## config.mk

```make
export PLATFORM = sky130hd
export DESIGN_NAME = frame_time_window_stats_flat
export DESIGN_NICKNAME = d
export VERILOG_FILES = /design/src/hdl/fts_pkg.sv /design/src/hdl/fts_if.sv /design/src/hdl/fts_ram.sv /design/src/hdl/fts_div.sv /design/src/hdl/frame_time_window_stats.sv /design/src/flat_wrapper.sv
export SDC_FILE = /design/constraint.sdc
export NUM_CORES = 2
export LEC_CHECK = 0
export CAP_MARGIN = 20
export CORE_UTILIZATION = 58
export DETAILED_ROUTE_END_ITERATION = 6
export DONT_BUFFER_PORTS = 1
export PLACE_DENSITY = 0.81
export SETUP_SLACK_MARGIN = 0.2
export SLEW_MARGIN = 15
export SYNTH_ARGS = -nofsm -noshare
export SYNTH_HDL_FRONTEND = slang
export SYNTH_SLANG_ARGS = --single-unit
```

## constraint.sdc

```tcl
create_clock -name clk -period 21.6 [get_ports clk]
set_input_delay 3.24 -clock clk [delete_from_list [all_inputs] [get_ports clk]]
set_output_delay 3.24 -clock clk [all_outputs]
set_load 0.01 [all_outputs]
```

## src/hdl/fts_pkg.sv

```systemverilog
// shared types and constants for the frame time window statistics block
// no dependencies; fts_if and frame_time_window_stats in hdl/ refer to this package by scoped name
package fts_pkg;

  localparam int FIELD_W    = 24;
  localparam int RATE_W     = 16;
  localparam int WLEN_W     = 7;
  localparam int ELAPSED_W  = 26;
  localparam int FRAMES_W   = 16;
  localparam int COUNT_W    = 40;
  localparam int NUM_COUNTS = 5;
  localparam int CNT_IDX_W  = 3;

  localparam int PADDR_W = 3;
  localparam int PDATA_W = 32;

  localparam logic [WLEN_W-1:0]  WLEN_RESET = 7'd10;
  localparam logic [FIELD_W-1:0] UPD_RESET  = 24'd333000;

  // register select, taken from the word address bit of paddr
  localparam logic REG_WINDOW_LENGTH   = 1'b0;
  localparam logic REG_UPDATE_INTERVAL = 1'b1;

  typedef struct packed {
    logic [FIELD_W-1:0] frame_time;
    logic [FIELD_W-1:0] gap_time;
    logic [FIELD_W-1:0] polygon_count;
    logic [FIELD_W-1:0] line_count;
    logic [FIELD_W-1:0] ttf_count;
    logic [FIELD_W-1:0] stf_count;
    logic [FIELD_W-1:0] point_count;
  } fts_in_t;

  typedef struct packed {
    logic [FIELD_W-1:0] window_mean_time;
    logic               update_valid;
    logic [FIELD_W-1:0] interval_frame_time;
    logic [RATE_W-1:0]  frame_rate_x16;
    logic [FIELD_W-1:0] avg_polygons;
    logic [FIELD_W-1:0] avg_lines;
    logic [FIELD_W-1:0] avg_ttfs;
    logic [FIELD_W-1:0] avg_stfs;
    logic [FIELD_W-1:0] avg_points;
  } fts_out_t;

  typedef enum logic [2:0] {
    S_IDLE,
    S_TRIM,
    S_EVICT,
    S_PUSH,
    S_DIV_START,
    S_DIV_WAIT,
    S_FINISH
  } fts_state_t;

  typedef enum logic [1:0] {
    OP_MEAN,
    OP_FTIME,
    OP_RATE,
    OP_COUNT
  } fts_op_t;

endpackage

```

## src/hdl/fts_if.sv

```systemverilog
// valid/ready channels for frame events in and statistics out
// payload types come from fts_pkg
interface fts_in_if;
  logic            valid;
  logic            ready;
  fts_pkg::fts_in_t data;

  modport source (output valid, output data, input ready);
  modport sink (input valid, input data, output ready);
endinterface

interface fts_out_if;
  logic             valid;
  logic             ready;
  fts_pkg::fts_out_t data;

  modport source (output valid, output data, input ready);
  modport sink (input valid, input data, output ready);
endinterface

```

## src/hdl/fts_ram.sv

```systemverilog
// generic single write port, single read port ram with registered read data
// no dependencies
module fts_ram #(
  parameter int WIDTH = 24,
  parameter int DEPTH = 64,
  localparam int AW = (DEPTH > 1) ? $clog2(DEPTH) : 1
) (
  input  logic             clk,
  input  logic             we,
  input  logic [AW-1:0]    waddr,
  input  logic [WIDTH-1:0] wdata,
  input  logic [AW-1:0]    raddr,
  output logic [WIDTH-1:0] rdata
);

  logic [WIDTH-1:0] mem [DEPTH];

  always_ff @(posedge clk) begin
    if (we) begin
      mem[waddr] <= wdata;
    end
    rdata <= mem[raddr];
  end

endmodule

```

## src/hdl/fts_div.sv

```systemverilog
// shared restoring divider, one quotient bit per cycle
// numerator arrives left-aligned so only the significant bits are stepped; no dependencies
module fts_div #(
  parameter int NUM_W = 40,
  parameter int DEN_W = 26,
  localparam int STEP_W = $clog2(NUM_W + 1)
) (
  input  logic              clk,
  input  logic              rst,
  input  logic              start,
  input  logic [STEP_W-1:0] steps,
  input  logic [NUM_W-1:0]  num,
  input  logic [DEN_W-1:0]  den,
  output logic              done,
  output logic [NUM_W-1:0]  quot
);

  logic              busy;
  logic [STEP_W-1:0] steps_left;
  logic [DEN_W-1:0]  rem;
  logic [DEN_W-1:0]  den_r;
  logic [NUM_W-1:0]  q;
  logic [DEN_W:0]    rem_sh;
  logic [DEN_W:0]    rem_diff;
  logic              fits;
  logic [DEN_W-1:0]  rem_next;

  assign rem_sh   = {rem, q[NUM_W-1]};
  assign rem_diff = rem_sh - {1'b0, den_r};
  assign fits     = rem_sh >= {1'b0, den_r};
  assign rem_next = fits ? rem_diff[DEN_W-1:0] : rem_sh[DEN_W-1:0];
  assign quot     = q;

  always_ff @(posedge clk) begin
    if (rst) begin
      busy       <= 1'b0;
      done       <= 1'b0;
      steps_left <= '0;
    end else begin
      done <= 1'b0;
      if (start) begin
        busy       <= 1'b1;
        steps_left <= steps;
      end else if (busy) begin
        steps_left <= steps_left - 1'b1;
        if (steps_left == STEP_W'(1)) begin
          busy <= 1'b0;
          done <= 1'b1;
        end
      end
    end
  end

  // quotient bits shift in from the bottom as numerator bits leave the top
  always_ff @(posedge clk) begin
    if (start) begin
      q     <= num;
      rem   <= '0;
      den_r <= den;
    end else if (busy) begin
      q   <= {q[NUM_W-2:0], fits};
      rem <= rem_next;
    end
  end

endmodule

```

## src/hdl/frame_time_window_stats.sv

```systemverilog
// frame time window statistics: boxcar mean of recent frame times plus interval stats
// sequence: trim by evicting oldest entries, push, then divide for the window mean;
//   with an interval update also frame time, frame rate and the five count averages
// one event in flight at a time, paced by the shared bit-serial divider
// reset: window emptied, accumulators cleared, window_length 10, update_interval 333000
// depends on fts_pkg, fts_if, fts_ram and fts_div
module frame_time_window_stats #(
  parameter int MAX_WINDOW       = 64,
  parameter int TICKS_PER_SECOND = 1000000
) (
  input  logic                          clk,
  input  logic                          rst,
  input  logic                          psel,
  input  logic                          penable,
  input  logic                          pwrite,
  input  logic [fts_pkg::PADDR_W-1:0]   paddr,
  input  logic [fts_pkg::PDATA_W-1:0]   pwdata,
  output logic [fts_pkg::PDATA_W-1:0]   prdata,
  output logic                          pready,
  fts_in_if.sink                        frame,
  fts_out_if.source                     stats
);

  localparam int FIELD_W   = fts_pkg::FIELD_W;
  localparam int RATE_W    = fts_pkg::RATE_W;
  localparam int WLEN_W    = fts_pkg::WLEN_W;
  localparam int ELAPSED_W = fts_pkg::ELAPSED_W;
  localparam int FRAMES_W  = fts_pkg::FRAMES_W;
  localparam int COUNT_W   = fts_pkg::COUNT_W;
  localparam int NUM_CNT   = fts_pkg::NUM_COUNTS;
  localparam int CIDX_W    = fts_pkg::CNT_IDX_W;

  localparam int IDX_W      = (MAX_WINDOW > 1) ? $clog2(MAX_WINDOW) : 1;
  localparam int CNT_W      = $clog2(MAX_WINDOW + 1);
  localparam int LEN_W      = (CNT_W > WLEN_W) ? CNT_W : WLEN_W;
  localparam int SUM_W      = FIELD_W + $clog2(MAX_WINDOW);
  localparam int RATE_NUM_W = $clog2(16 * TICKS_PER_SECOND) + FRAMES_W;
  localparam int DEN_W      = (CNT_W > ELAPSED_W) ? CNT_W : ELAPSED_W;
  localparam int DW_A       = (SUM_W > RATE_NUM_W) ? SUM_W : RATE_NUM_W;
  localparam int DW         = (DW_A > COUNT_W) ? DW_A : COUNT_W;
  localparam int STEP_W     = $clog2(DW + 1);

  localparam logic [RATE_NUM_W-1:0] RATE_MULT = RATE_NUM_W'(16 * TICKS_PER_SECOND);

  // configuration
  logic [WLEN_W-1:0]  window_length;
  logic [FIELD_W-1:0] update_interval;
  logic               cfg_write;

  // sequencer
  fts_pkg::fts_state_t state, state_next;
  fts_pkg::fts_op_t    op;
  logic [CIDX_W-1:0]   cnt_idx;

  // window and accumulators
  logic [IDX_W-1:0]     oldest_index;
  logic [CNT_W-1:0]     stored_count;
  logic [SUM_W-1:0]     window_sum;
  logic [ELAPSED_W-1:0] interval_elapsed;
  logic [FRAMES_W-1:0]  interval_frames;
  logic [COUNT_W-1:0]   cnt_acc [NUM_CNT];

  fts_pkg::fts_in_t    item;
  logic [FIELD_W-1:0]  item_cnt [NUM_CNT];
  logic [RATE_NUM_W-1:0] rate_num;

  // results
  logic [FIELD_W-1:0] res_mean;
  logic [FIELD_W-1:0] res_ftime;
  logic [RATE_W-1:0]  res_rate;
  logic [FIELD_W-1:0] res_avg [NUM_CNT];

  // control strobes
  logic in_take;
  logic evict_apply;
  logic push;
  logic div_start;
  logic div_capture;
  logic out_load;

  logic [LEN_W-1:0] wl_ext;
  logic [LEN_W-1:0] eff_len;
  logic             evict_need;
  logic             upd_hit;
  logic             last_op;
  logic [IDX_W:0]   slot_sum;
  logic [IDX_W-1:0] slot;
  logic [IDX_W-1:0] oldest_inc;
  logic [FIELD_W-1:0] ram_rdata;

  logic [DW-1:0]     div_num;
  logic [DEN_W-1:0]  div_den;
  logic [STEP_W-1:0] div_steps;
  logic              div_done;
  logic [DW-1:0]     div_quot;

  logic [ELAPSED_W:0] elapsed_sum;
  logic [COUNT_W:0]   cnt_sum [NUM_CNT];

  function automatic logic [FIELD_W-1:0] sat_field(input logic [DW-1:0] v);
    sat_field = (|v[DW-1:FIELD_W]) ? '1 : v[FIELD_W-1:0];
  endfunction

  function automatic logic [RATE_W-1:0] sat_rate(input logic [DW-1:0] v);
    sat_rate = (|v[DW-1:RATE_W]) ? '1 : v[RATE_W-1:0];
  endfunction

  // ---------------------------------------------------------------- apb
  assign pready    = 1'b1;
  assign cfg_write = psel && penable && pwrite;

  // paddr[2] is the word select between the two registers
  always_comb begin
    unique case (paddr[2])
      fts_pkg::REG_WINDOW_LENGTH:   prdata = fts_pkg::PDATA_W'(window_length);
      fts_pkg::REG_UPDATE_INTERVAL: prdata = fts_pkg::PDATA_W'(update_interval);
    endcase
  end

  always_ff @(posedge clk) begin
    if (rst) begin
      window_length   <= fts_pkg::WLEN_RESET;
      update_interval <= fts_pkg::UPD_RESET;
    end else if (cfg_write) begin
      unique case (paddr[2])
        fts_pkg::REG_WINDOW_LENGTH:   window_length   <= pwdata[WLEN_W-1:0];
        fts_pkg::REG_UPDATE_INTERVAL: update_interval <= pwdata[FIELD_W-1:0];
      endcase
    end
  end

  // ---------------------------------------------------------------- datapath helpers
  assign wl_ext = LEN_W'(window_length);

  always_comb begin
    if (window_length == '0) begin
      eff_len = LEN_W'(1);
    end else if (wl_ext > LEN_W'(MAX_WINDOW)) begin
      eff_len = LEN_W'(MAX_WINDOW);
    end else begin
      eff_len = wl_ext;
    end
  end

  assign evict_need = LEN_W'(stored_count) >= eff_len;
  assign upd_hit    = interval_elapsed > ELAPSED_W'(update_interval);
  assign last_op    = ((op == fts_pkg::OP_MEAN) && !upd_hit) ||
                      ((op == fts_pkg::OP_COUNT) && (cnt_idx == CIDX_W'(NUM_CNT - 1)));

  // both terms stay below the depth, so one subtract wraps the slot
  assign slot_sum   = (IDX_W + 1)'(oldest_index) + (IDX_W + 1)'(stored_count);
  assign slot       = (slot_sum >= (IDX_W + 1)'(MAX_WINDOW)) ?
                      IDX_W'(slot_sum - (IDX_W + 1)'(MAX_WINDOW)) : slot_sum[IDX_W-1:0];
  assign oldest_inc = (oldest_index == IDX_W'(MAX_WINDOW - 1)) ? '0 : oldest_index + 1'b1;

  assign item_cnt[0] = item.polygon_count;
  assign item_cnt[1] = item.line_count;
  assign item_cnt[2] = item.ttf_count;
  assign item_cnt[3] = item.stf_count;
  assign item_cnt[4] = item.point_count;

  assign elapsed_sum = {1'b0, interval_elapsed} + (ELAPSED_W + 1)'(item.gap_time);

  for (genvar i = 0; i < NUM_CNT; i++) begin : g_cnt_sum
    assign cnt_sum[i] = {1'b0, cnt_acc[i]} + (COUNT_W + 1)'(item_cnt[i]);
  end

  fts_ram #(
    .WIDTH (FIELD_W),
    .DEPTH (MAX_WINDOW)
  ) u_time_store (
    .clk   (clk),
    .we    (push),
    .waddr (slot),
    .wdata (item.frame_time),
    .raddr (oldest_index),
    .rdata (ram_rdata)
  );

  // divider operands, numerators left-aligned to skip known leading zeros
  always_comb begin
    unique case (op)
      fts_pkg::OP_MEAN: begin
        div_num   = DW'(window_sum) << (DW - SUM_W);
        div_den   = DEN_W'(stored_count);
        div_steps = STEP_W'(SUM_W);
      end
      fts_pkg::OP_FTIME: begin
        div_num   = DW'(interval_elapsed) << (DW - ELAPSED_W);
        div_den   = DEN_W'(interval_frames);
        div_steps = STEP_W'(ELAPSED_W);
      end
      fts_pkg::OP_RATE: begin
        div_num   = DW'(rate_num) << (DW - RATE_NUM_W);
        div_den   = DEN_W'(interval_elapsed);
        div_steps = STEP_W'(RATE_NUM_W);
      end
      fts_pkg::OP_COUNT: begin
        div_num   = DW'(cnt_acc[cnt_idx]) << (DW - COUNT_W);
        div_den   = DEN_W'(interval_frames);
        div_steps = STEP_W'(COUNT_W);
      end
    endcase
  end

  fts_div #(
    .NUM_W (DW),
    .DEN_W (DEN_W)
  ) u_div (
    .clk   (clk),
    .rst   (rst),
    .start (div_start),
    .steps (div_steps),
    .num   (div_num),
    .den   (div_den),
    .done  (div_done),
    .quot  (div_quot)
  );

  // ---------------------------------------------------------------- sequencer
  always_comb begin
    state_next = state;
    unique case (state)
      fts_pkg::S_IDLE:      if (frame.valid) state_next = fts_pkg::S_TRIM;
      fts_pkg::S_TRIM:      state_next = evict_need ? fts_pkg::S_EVICT : fts_pkg::S_PUSH;
      fts_pkg::S_EVICT:     state_next = fts_pkg::S_TRIM;
      fts_pkg::S_PUSH:      state_next = fts_pkg::S_DIV_START;
      fts_pkg::S_DIV_START: state_next = fts_pkg::S_DIV_WAIT;
      fts_pkg::S_DIV_WAIT: begin
        if (div_done) begin
          state_next = last_op ? fts_pkg::S_FINISH : fts_pkg::S_DIV_START;
        end
      end
      fts_pkg::S_FINISH:    if (!stats.valid || stats.ready) state_next = fts_pkg::S_IDLE;
      default:              state_next = fts_pkg::S_IDLE;
    endcase
  end

  always_comb begin
    frame.ready = (state == fts_pkg::S_IDLE);
    in_take     = (state == fts_pkg::S_IDLE) && frame.valid;
    evict_apply = (state == fts_pkg::S_EVICT);
    push        = (state == fts_pkg::S_PUSH);
    div_start   = (state == fts_pkg::S_DIV_START);
    div_capture = (state == fts_pkg::S_DIV_WAIT) && div_done;
    out_load    = (state == fts_pkg::S_FINISH) && (!stats.valid || stats.ready);
  end

  always_ff @(posedge clk) begin
    if (rst) begin
      state   <= fts_pkg::S_IDLE;
      op      <= fts_pkg::OP_MEAN;
      cnt_idx <= '0;
    end else begin
      state <= state_next;
      if (in_take) begin
        op <= fts_pkg::OP_MEAN;
      end else if (div_capture) begin
        unique case (op)
          fts_pkg::OP_MEAN:  op <= fts_pkg::OP_FTIME;
          fts_pkg::OP_FTIME: op <= fts_pkg::OP_RATE;
          fts_pkg::OP_RATE: begin
            op      <= fts_pkg::OP_COUNT;
            cnt_idx <= '0;
          end
          fts_pkg::OP_COUNT: cnt_idx <= cnt_idx + 1'b1;
        endcase
      end
    end
  end

  // ---------------------------------------------------------------- window and accumulators
  always_ff @(posedge clk) begin
    if (rst) begin
      oldest_index     <= '0;
      stored_count     <= '0;
      window_sum       <= '0;
      interval_elapsed <= '0;
      interval_frames  <= '0;
      for (int i = 0; i < NUM_CNT; i++) begin
        cnt_acc[i] <= '0;
      end
    end else begin
      if (evict_apply) begin
        window_sum   <= window_sum - SUM_W'(ram_rdata);
        oldest_index <= oldest_inc;
        stored_count <= stored_count - 1'b1;
      end else if (push) begin
        window_sum   <= window_sum + SUM_W'(item.frame_time);
        stored_count <= stored_count + 1'b1;
      end

      if (push) begin
        interval_elapsed <= elapsed_sum[ELAPSED_W] ? '1 : elapsed_sum[ELAPSED_W-1:0];
        if (!(&interval_frames)) begin
          interval_frames <= interval_frames + 1'b1;
        end
        for (int i = 0; i < NUM_CNT; i++) begin
          cnt_acc[i] <= cnt_sum[i][COUNT_W] ? '1 : cnt_sum[i][COUNT_W-1:0];
        end
      end else if (out_load && upd_hit) begin
        interval_elapsed <= '0;
        interval_frames  <= '0;
        for (int i = 0; i < NUM_CNT; i++) begin
          cnt_acc[i] <= '0;
        end
      end
    end
  end

  // ---------------------------------------------------------------- payload registers
  always_ff @(posedge clk) begin
    if (in_take) begin
      item <= frame.data;
    end
    rate_num <= RATE_MULT * RATE_NUM_W'(interval_frames);
    if (div_capture) begin
      unique case (op)
        fts_pkg::OP_MEAN:  res_mean  <= sat_field(div_quot);
        fts_pkg::OP_FTIME: res_ftime <= sat_field(div_quot);
        fts_pkg::OP_RATE:  res_rate  <= sat_rate(div_quot);
        fts_pkg::OP_COUNT: res_avg[cnt_idx] <= sat_field(div_quot);
      endcase
    end
    if (out_load) begin
      stats.data.window_mean_time    <= res_mean;
      stats.data.update_valid        <= upd_hit;
      stats.data.interval_frame_time <= upd_hit ? res_ftime : '0;
      stats.data.frame_rate_x16      <= upd_hit ? res_rate : '0;
      stats.data.avg_polygons        <= upd_hit ? res_avg[0] : '0;
      stats.data.avg_lines           <= upd_hit ? res_avg[1] : '0;
      stats.data.avg_ttfs            <= upd_hit ? res_avg[2] : '0;
      stats.data.avg_stfs            <= upd_hit ? res_avg[3] : '0;
      stats.data.avg_points          <= upd_hit ? res_avg[4] : '0;
    end
  end

  // output register: holds the result until the transfer completes
  always_ff @(posedge clk) begin
    if (rst) begin
      stats.valid <= 1'b0;
    end else if (out_load) begin
      stats.valid <= 1'b1;
    end else if (stats.ready) begin
      stats.valid <= 1'b0;
    end
  end

  // ---------------------------------------------------------------- assertions
  a_push_has_room: assert property (@(posedge clk) disable iff (rst)
    (state == fts_pkg::S_PUSH) |-> (LEN_W'(stored_count) < eff_len))
    else $error("window still full when pushing a frame time");

  a_busy_after_take: assert property (@(posedge clk) disable iff (rst)
    (frame.valid && frame.ready) |=> !frame.ready)
    else $error("new event accepted while one is in progress");

  a_div_done_in_wait: assert property (@(posedge clk) disable iff (rst)
    div_done |-> (state == fts_pkg::S_DIV_WAIT))
    else $error("divider finished outside the wait state");

  a_clear_after_update: assert property (@(posedge clk) disable iff (rst)
    (out_load && upd_hit) |=> ((interval_elapsed == '0) && (interval_frames == '0)))
    else $error("interval accumulators not cleared after an update");

endmodule

```

## src/flat_wrapper.sv

```systemverilog
// flat-port wrapper written by rule: the top's interface ports become plain ports
module frame_time_window_stats_flat 
#(
  parameter int MAX_WINDOW       = 64,
  parameter int TICKS_PER_SECOND = 1000000
)
  (clk, rst, psel, penable, pwrite, paddr, pwdata, prdata, pready, frame_valid, frame_data, frame_ready, stats_valid, stats_data, stats_ready);
  fts_in_if frame_i ();
  fts_out_if stats_i ();
  input  logic clk;
  input  logic rst;
  input  logic psel;
  input  logic penable;
  input  logic pwrite;
  input  logic [fts_pkg::PADDR_W-1:0] paddr;
  input  logic [fts_pkg::PDATA_W-1:0] pwdata;
  output logic [fts_pkg::PDATA_W-1:0] prdata;
  output logic pready;
  input wire logic [$bits(frame_i.valid)-1:0] frame_valid;
  input wire logic [$bits(frame_i.data)-1:0] frame_data;
  output wire logic [$bits(frame_i.ready)-1:0] frame_ready;
  output wire logic [$bits(stats_i.valid)-1:0] stats_valid;
  output wire logic [$bits(stats_i.data)-1:0] stats_data;
  input wire logic [$bits(stats_i.ready)-1:0] stats_ready;
  assign frame_i.valid = frame_valid;
  assign frame_i.data = frame_data;
  assign frame_ready = frame_i.ready;
  assign stats_valid = stats_i.valid;
  assign stats_data = stats_i.data;
  assign stats_i.ready = stats_ready;
  frame_time_window_stats #(.MAX_WINDOW(MAX_WINDOW), .TICKS_PER_SECOND(TICKS_PER_SECOND)) u_core (.clk(clk), .rst(rst), .psel(psel), .penable(penable), .pwrite(pwrite), .paddr(paddr), .pwdata(pwdata), .prdata(prdata), .pready(pready), .frame(frame_i), .stats(stats_i));
endmodule
```

==> out/results.ini <==
[status]
status=finished, violations left
violations=DRC

[placed_design]
gp_congestion=0.996
hpwl_um=181000
dp.cells=9384
io_buffers=0

[global_routing]
antenna_found_initial=33
gr-total-overflow=0
grt_usage_pct=30.6
grt_max_degree=188
grt_pass1_vias=64746
grt_pass1_wl_um=436000

[clocking]
cts_root_buf=clkbuf_16
cts_inserted_buffers=240
htree_levels=4
cts.sinks=2555
postCtsSetupBuffers=0
cts_hold_buf=0
worstSkewPairLatency_ps=920
clkTransAtPathRegs_ps=60
clock_path_buffers=3
cts.repair.resized=0
cts_tree=done

[layout]
fillers=12498
drive_gt1_share_pct=17.4
area_growth_pct=10.3
layout_commonest_cell=edfxtp_1
regArea_sq_um=74600
finalCoreUtilization_pct=64.4
multiInputGateArea_sq_um=36000
final_cell_mix=edfxtp_1, mux4_2, a21oi_1
num-nets-final=7750
fin_cells=9859

[synthesis]
syn_area_per_cell_sq_um=16.1
syn-instance-count=7005
yosys_warnings=0
ys_async_sr_fraction_pct=0
ys.flop_type=edfxtp_1
synth_cell_types=101
synth-seq-area-share_pct=66.3
ys_seq_elements=2555
netlist_area_sq_um=113000
synth-edff-count=2339

[die]
dieWidth_um=442
dieArea_sq_um=196000
num_io_pins=430
die_y_um=442
initial_core_util_pct=58.4
core-area_sq_um=193000
rows=161

[route]
ant_nets=0
vias=66074
route.met3.wl_um=29800
wl_met2_um=148000
first_iter_violations=8301
wl_um=302000
vias_per_cell=6.70
top_layer=met5
met1_length_um=102000
wl_per_cell_um=30.6
drc_errors=1
dr.pass1.iters=7

[setup_path]
critical_path_arrival_ps=3900
start_kind=input port
crit_fanout=18
endpoint_kind=primary output
path_delay_family=simple AND/OR/NAND/NOR gates
cp_slowest_cell=nor2_1
crit_chain=clkinv_1 -> nor2_1
cp.required_ps=18360
worstSetupPathType=input port to primary output
critPathBufInv=1
slowest_delay_ps=340

[timing]
fin_crit_ps=7140
tightestPinTransition_ps=1170
fmax_ghz=0.140
setup_viol=0
slew_headroom_pct=21.8
hold_viol=0
finClkSkew_ps=57.2
rsz0062_at_grt=false
slew_violations=0
finalCritPeriodShare_pct=33.1
setup_tns_ps=0

[power]
power_uw=11000
power.leakage_uw=0.0415
max-vdd-ir-drop_v=0.0000918
power_density_nw_per_um2=88.8

[job]
drv_cap=0

[min_path]
min_path_type=flop to flop

## state kept, by name, indices dropped and copies added, names as in the netlist, 3 cells and up, named ones only
register,count
u_core.u_time_store.mem,1536
u_core.u_time_store.rdata,24
u_core.rate_num,30
u_core.res_rate,16
stats_data,120
u_core.oldest_index,6
u_core.u_div.quot,40
u_core.stored_count,7
u_core.res_ftime,24
u_core.window_length,7
u_core.u_div.den_r,26
u_core.u_div.rem,26
u_core.cnt_acc,200
u_core.stats.data,65
u_core.update_interval,24
u_core.res_avg,120
u_core.window_sum,30
u_core.u_div.steps_left,6
u_core.interval_frames,16
u_core.interval_elapsed,26
u_core.state,3
u_core.res_mean,24
u_core.cnt_idx,3
u_core.item,168
## final cells by class
cell class	count	share of cell area (%)
Sequential cell	2555	60.1
Multi-Input combinational cell	3889	29.0
Antenna cell	20	0.0403
Clock buffer	291	5.11
Tap cell	2526	2.55
Clock inverter	160	1.37
Timing Repair Buffer	167	1.07
Inverter	251	0.765
## metal layers
metal	vias to the layer above	track usage, %
met1	32999	36.7
met4	28	19.1
met2	4371	50.6
met5	-	0
met3	980	6.80
li1	27696	-
## cell usage after synthesis, types with 64 or more instances
cell type / number / area, sq um
nor3_1: 80 / 400
dfxtp_1: 216 / 4320
a21oi_1: 463 / 2320
o21ai_0: 210 / 1050
xnor2_1: 139 / 1220
nor2_1: 347 / 1300
nand3_1: 76 / 380
inv_1: 249 / 935
nand2_1: 329 / 1230
fa_1: 64 / 1280
ha_1: 372 / 4650
and2_1: 190 / 1190
clkbuf_1: 227 / 852
edfxtp_1: 2339 / 70200
xor2_1: 105 / 920
mux4_2: 544 / 12300
a21o_1: 113 / 848
## kinds of logic (layout without fill, tap and decap cells)
kind of cell    count (synthesis)  after routing  share of synthesized area [%]
flops                        2555           2555                           66.3
simple gates                 1356           1356                           6.03
compound gates               1211           1211                           6.80
mux                           633            633                           11.7
buf+inv                       568            869                           2.01
fa+ha+maj                     436            436                           5.27
xor+xnor                      244            244                           1.90
other cells                     2             29                        0.00667
## final timing paths
check | start | end | slack [ps] | depth (start not counted)
worst max-delay path | paddr[2] | prdata[7] | 14460 | 2
worst min-delay path | u_core.res_mean[13] | u_core.stats.data[174] | 420 | 0
worst max register to register | u_core.interval_frames[2] | u_core.rate_num[39] | 15650 | 20
worst min register to register | u_core.res_mean[13] | u_core.stats.data[174] | 420 | 0
## per-stage QoR
step	area (sq um)	hold slack [ps]	worst slack (ps)
2_1_floorplan	113000	400	5870
3_3_place_gp	116000	402	14000
3_5_place_dp	116000	405	13970
4_1_cts	124000	422	14460
5_1_grt	124000	428	14340
6_report	124000	421	14460
## power breakdown
group          switching (uW)  internal (uW)  leakage [uW]
Sequential               90.6           5530        0.0225
Combinational             649            430        0.0151
Clock                    1900           2420       0.00390
Total                    2640           8380        0.0415
No activity file was read; power rests on OpenSTA's default activity.
